$ cat src/pfc_pkg.sv
// shared types, constants and the checksum step for the packet frame checker
`timescale 1ns / 1ps

package pfc_pkg;

   // checksum step constants
   localparam logic [15:0] SUM_ADD   = 16'd10000;
   localparam logic [15:0] SUM_XOR   = 16'h5AA5;
   localparam int unsigned SUM_SHIFT = 7;

   // frame parse phases
   typedef enum logic [2:0] {
      PH_IDLE    = 3'd0,
      PH_CK_HI   = 3'd1,
      PH_LEN     = 3'd2,
      PH_TAG_LO  = 3'd3,
      PH_TAG_HI  = 3'd4,
      PH_PAYLOAD = 3'd5
   } phase_type;

   // one result transfer
   typedef struct packed {
      logic [7:0]  payload_byte;
      logic        payload_valid;
      logic        frame_done;
      logic        checksum_ok;
      logic [15:0] header_checksum;
      logic [15:0] channel_tag;
      logic [7:0]  payload_length;
   } result_type;

   // one running checksum update over a payload byte
   function automatic logic [15:0] sum_step(input logic [15:0] sum, input logic [7:0] b);
      logic [15:0] mixed;
      logic [15:0] total;
      mixed = (16'(b) << SUM_SHIFT) | 16'(b);
      total = sum + mixed + SUM_ADD;
      return total ^ SUM_XOR;
   endfunction

endpackage

$ cat src/pfc_parser.sv
// frame parser: header capture, payload checksum and completion flags
`timescale 1ns / 1ps

module pfc_parser (
   input  logic               clock,
   input  logic               reset,
   input  logic               step,
   input  logic [7:0]         rx_byte,
   input  logic               frame_start,
   output pfc_pkg::result_type result
);
   import pfc_pkg::*;

   phase_type   phase_ff, phase_in;
   logic [7:0]  bytes_left_ff, bytes_left_in;
   logic [15:0] sum_ff, sum_in;
   logic [15:0] held_ck_ff, held_ck_in;
   logic [15:0] held_tag_ff, held_tag_in;
   logic [7:0]  held_len_ff, held_len_in;

   // state registers, updated once per byte taken
   always_ff @(posedge clock) begin
      if (reset) begin
         phase_ff      <= PH_IDLE;
         bytes_left_ff <= '0;
         sum_ff        <= '0;
         held_ck_ff    <= '0;
         held_tag_ff   <= '0;
         held_len_ff   <= '0;
      end else if (step) begin
         phase_ff      <= phase_in;
         bytes_left_ff <= bytes_left_in;
         sum_ff        <= sum_in;
         held_ck_ff    <= held_ck_in;
         held_tag_ff   <= held_tag_in;
         held_len_ff   <= held_len_in;
      end
   end

   // next state
   always_comb begin
      phase_in      = phase_ff;
      bytes_left_in = bytes_left_ff;
      sum_in        = sum_ff;
      held_ck_in    = held_ck_ff;
      held_tag_in   = held_tag_ff;
      held_len_in   = held_len_ff;
      if (frame_start) begin
         held_ck_in    = 16'(rx_byte);
         held_tag_in   = '0;
         held_len_in   = '0;
         sum_in        = '0;
         bytes_left_in = '0;
         phase_in      = PH_CK_HI;
      end else begin
         case (phase_ff)
            PH_IDLE: begin
               phase_in = PH_IDLE;
            end
            PH_CK_HI: begin
               held_ck_in = {rx_byte, held_ck_ff[7:0]};
               phase_in   = PH_LEN;
            end
            PH_LEN: begin
               held_len_in   = rx_byte;
               bytes_left_in = rx_byte;
               phase_in      = PH_TAG_LO;
            end
            PH_TAG_LO: begin
               held_tag_in = 16'(rx_byte);
               phase_in    = PH_TAG_HI;
            end
            PH_TAG_HI: begin
               held_tag_in = {rx_byte, held_tag_ff[7:0]};
               phase_in    = (bytes_left_ff == '0) ? PH_IDLE : PH_PAYLOAD;
            end
            PH_PAYLOAD: begin
               sum_in        = sum_step(sum_ff, rx_byte);
               bytes_left_in = bytes_left_ff - 8'd1;
               phase_in      = (bytes_left_in == '0) ? PH_IDLE : PH_PAYLOAD;
            end
            default: begin
               phase_in = PH_IDLE;
            end
         endcase
      end
   end

   // result fields for this byte
   always_comb begin
      result                 = '0;
      result.header_checksum = held_ck_in;
      result.channel_tag     = held_tag_in;
      result.payload_length  = held_len_in;
      if (!frame_start) begin
         case (phase_ff)
            PH_TAG_HI: begin
               if (bytes_left_ff == '0) begin
                  result.frame_done  = 1'b1;
                  result.checksum_ok = (sum_ff == held_ck_ff);
               end
            end
            PH_PAYLOAD: begin
               result.payload_byte  = rx_byte;
               result.payload_valid = 1'b1;
               if (bytes_left_in == '0) begin
                  result.frame_done  = 1'b1;
                  result.checksum_ok = (sum_in == held_ck_ff);
               end
            end
            default: begin
               result.frame_done = 1'b0;
            end
         endcase
      end
   end

endmodule
$ cat config.mk
export PLATFORM = sky130hd
export DESIGN_NAME = pfc_parser
export DESIGN_NICKNAME = d
export VERILOG_FILES = /design/src/pfc_pkg.sv /design/src/pfc_parser.sv
export SDC_FILE = /design/constraint.sdc
export NUM_CORES = 1
export LEC_CHECK = 0
export BUFFER_PORTS_ARGS = -buffer_cell sky130_fd_sc_hd__buf_2
export CAP_MARGIN = 20
export CORE_ASPECT_RATIO = 0.75
export CORE_MARGIN = 3
export CORE_UTILIZATION = 60
export CTS_BUF_LIST = sky130_fd_sc_hd__clkbuf_8
export DETAILED_ROUTE_END_ITERATION = 7
export HOLD_SLACK_MARGIN = 0.05
export PLACE_DENSITY_LB_ADDON = 0.08
export RECOVER_POWER = 100
export SYNTH_ARGS = -nofsm -noshare
export SYNTH_HDL_FRONTEND = slang
export SYNTH_SLANG_ARGS = --single-unit
$ cat constraint.sdc
create_clock -name clock -period 13.76 [get_ports clock]
set_clock_uncertainty 0.1 [all_clocks]
set_input_delay 2.752 -clock clock [delete_from_list [all_inputs] [get_ports clock]]
set_output_delay 2.752 -clock clock [all_outputs]
set_load 0.01 [all_outputs]
==> qor.csv <==
metric,value,unit
synth_compound_area_share,18.1,%
ant_nets,0,
top_usage_layer,met2,
p_leak,2.20,nW
grt_max_degree,72,
cp_max_fo,8,
worstSkewPairLatency,0.35,ns
grtUsageMet2,49.9,%
cp_data_required_time,10.91,ns
clock_sinks,67,
synthDistinctLibCells,68,
hp-class,reg2reg,
fin_util,68.3,%
peakVddDrop,0.0000746,V
first_iter_violations,608,
clockBufferDepth,2,
tritoncts,built,
fin_cells,838,
die_w,113,um
cp_slowest_stage_delay,0.54,ns
synth_edf_count,0,
cp_slowest_cell,or4_1,
wire_per_inst,19.1,um
cts_setup_buffers,0,
io_buffers,62,
num_io_pins,63,
worstSetupStartpoint,rx_byte[1],
cts_buffers,9,
drc,0,
slew_viol_final,81,
grt_pass1_vias,4834,
grtUsageMet1,45.2,%
yosys-mux-area-fraction,9.72,%
synth.cell_area,0.00512,sq mm
ys_warn_count,0,
min_period,9.85,ns
synth-seq-cells,67,
drt_pass1_iterations,5,
violations,"capacitance limit, slew limit",
hp-start,held_len_ff[4],
place_hpwl,11000,um
grt_first_pass_wirelength,24900,um
track_usage,32.4,%
path_clk_slew,0.07,ns
routed_wirelength,16000,um
post-place-cells,822,
start_kind,primary input,
critPathCaptureType,output port,
rsz0062_at_grt,false,
min_period_over_period,71.6,%
htreeDepth,3,
met3_usage,8.53,%
crit_chain,"clkbuf_1, ha_1, ha_1, fa_1, a211oi_1, or4b_1, and3_4, xnor2_2, a211oi_1, xor2_1, or4_1, a2111oi_0, a31o_1, buf_2",
overflow,0,
route.vias.total,5406,
worst_slew_pin_slew,3.05,ns
synth_simple_gate_area_share,26.5,%
ys_seq_area_share,26.2,%
synth_xor_area_share,5.79,%
root_buffer,clkbuf_8,
core_area,0.00809,sq mm
tns,0,ns
syn_to_final_growth,7.87,%
grt_antenna_before_repair,0,
r2r-start,sum_ff[9],
finalHoldViolCount,0,
drive_gt1_share,5.46,%
syn_avg_cell_area,7.34,sq um
arrival,7.00,ns
fmax,101,MHz
synth_flop_cell,dfxtp_1,
setup_viol_count_final,0,
start_util,63.3,%
synth_nets,743,
fp.dieH,86.0,um
synth_top_family_by_area,simple AND/OR/NAND/NOR gates,
cellPowerDensity,78.8,mW/mm^2
die_area,0.00969,sq mm
drv_cap,2,
synth-adder-area-share,8.21,%
gp_congestion,0.971,
antenna_cells,0,
mostFrequentLayoutCells,"nor2_1 (138), dfxtp_1 (67), a21oi_1 (58)",
dpl_cell_area,0.00542,sq mm
status,"complete, but fails checks",
viasPerCell,6.45,
ctsHoldBuffers,0,
worstSetupPathType,in2out,
row_count,28,
syn_inst,698,
hold-worst-slack,0.399,ns
maxSlewHeadroom,-104,%
fin_area,0.00553,sq mm
final_nets,774,
final_common_cell,nor2_1,
cts_resized,0,
async_flop_share,0,%
[layout make-up]
type,instances,area [sq um]
Clock buffer,12,165
Fill cell,734,2570
Timing Repair Buffer,68,282
Tap cell,105,131
Clock inverter,3,15.0
Sequential cell,67,1340
Inverter,27,101
Multi-Input combinational cell,556,3490
[power breakdown]
part           total (mW)  switching [mW]  internal (mW)
sequential          0.203         0.00573          0.197
combinational      0.0779          0.0505         0.0275
clock               0.155          0.0770         0.0780
total               0.435           0.133          0.302
[metal layers]
layer  part of all wire, %  vias to the layer above
li1                      -                     2524
met2                    43                      289
met3                    12                       37
met1                    43                     2556
met5                     0                        -
met4                   1.8                        0
[synthesized netlist by cell type (2+ instances only)]
| library cell | n | area share [%] |
|---|---|---|
| nand3b_1 | 4 | 0.59 |
| buf_2 | 3 | 0.29 |
| buf_1 | 7 | 0.51 |
| inv_1 | 26 | 1.9 |
| o21a_1 | 2 | 0.29 |
| nand4_1 | 5 | 0.61 |
| or3b_2 | 2 | 0.34 |
| o31ai_1 | 2 | 0.29 |
| or3_1 | 3 | 0.37 |
| and3_1 | 6 | 0.73 |
| nor2_1 | 138 | 10 |
| a211o_1 | 2 | 0.34 |
| a21oi_1 | 58 | 5.7 |
| o21bai_1 | 2 | 0.29 |
| xor2_1 | 14 | 2.4 |
| a311oi_1 | 3 | 0.51 |
| mux2i_1 | 43 | 8.4 |
| a21o_1 | 5 | 0.73 |
| o21ai_0 | 24 | 2.3 |
| nand3_1 | 12 | 1.2 |
| o32ai_1 | 2 | 0.34 |
| a211oi_1 | 8 | 1.2 |
| nor2b_1 | 5 | 0.61 |
| ha_1 | 32 | 7.8 |
| o21ai_1 | 3 | 0.29 |
| nor3b_1 | 3 | 0.44 |
| nor3_1 | 35 | 3.4 |
| nor4b_1 | 2 | 0.34 |
| mux2_2 | 6 | 1.3 |
| nand2_1 | 51 | 3.7 |
| o22ai_1 | 3 | 0.37 |
| clkbuf_1 | 38 | 2.8 |
| a31oi_1 | 4 | 0.49 |
| nor4_1 | 8 | 0.98 |
| xnor2_1 | 18 | 3.1 |
| dfxtp_1 | 67 | 26 |
| a22oi_1 | 12 | 1.8 |
| o211ai_1 | 3 | 0.44 |
| nand2b_1 | 5 | 0.61 |
| a2111oi_0 | 2 | 0.34 |
| or4_1 | 3 | 0.44 |
[worst max-delay path, delay by kind of cell]
family | cells | cell delay (ns)
XOR/XNOR | 2 | 0.18
AO/OA/AOI/OAI | 4 | 1.40
buffers and inverters | 2 | 0.64
adder cells (fa/ha/maj) | 3 | 1.01
AND/OR/NAND/NOR | 3 | 1.02
[kinds of logic (layout without fill, tap and decap cells)]
kind of cell | Yosys count | in the layout
flops | 67 | 67
mux | 49 | 49
xor+xnor | 33 | 33
compound gates | 148 | 148
simple gates | 293 | 293
fa+ha+maj | 33 | 33
buf+inv | 75 | 110
[stage by stage]
stage | setup WS [ns] | power, mW
floorplan | 4.91 | 0.259
global placement | 4.49 | 0.280
detailed placement | 4.33 | 0.283
CTS | 4.31 | 0.436
global route | 3.74 | 0.453
finish | 3.91 | 0.435
[flip-flops by register name (all words and copies together) (netlist names)]
name and flops:
bytes_left_ff 8, held_ck_ff 16, held_len_ff 8, held_tag_ff 16
phase_ff 3, sum_ff 16
[path summary, 6_finish.rpt]
check | end | slack (ns) | cells after the start
worst min register to register | held_len_ff[4] | 0.40 | 2
worst min-delay path | held_len_ff[4] | 0.40 | 2
worst max-delay path | result[40] | 3.91 | 14
worst max register to register | sum_ff[15] | 9.95 | 12
(Power assumes the default switching activity.)
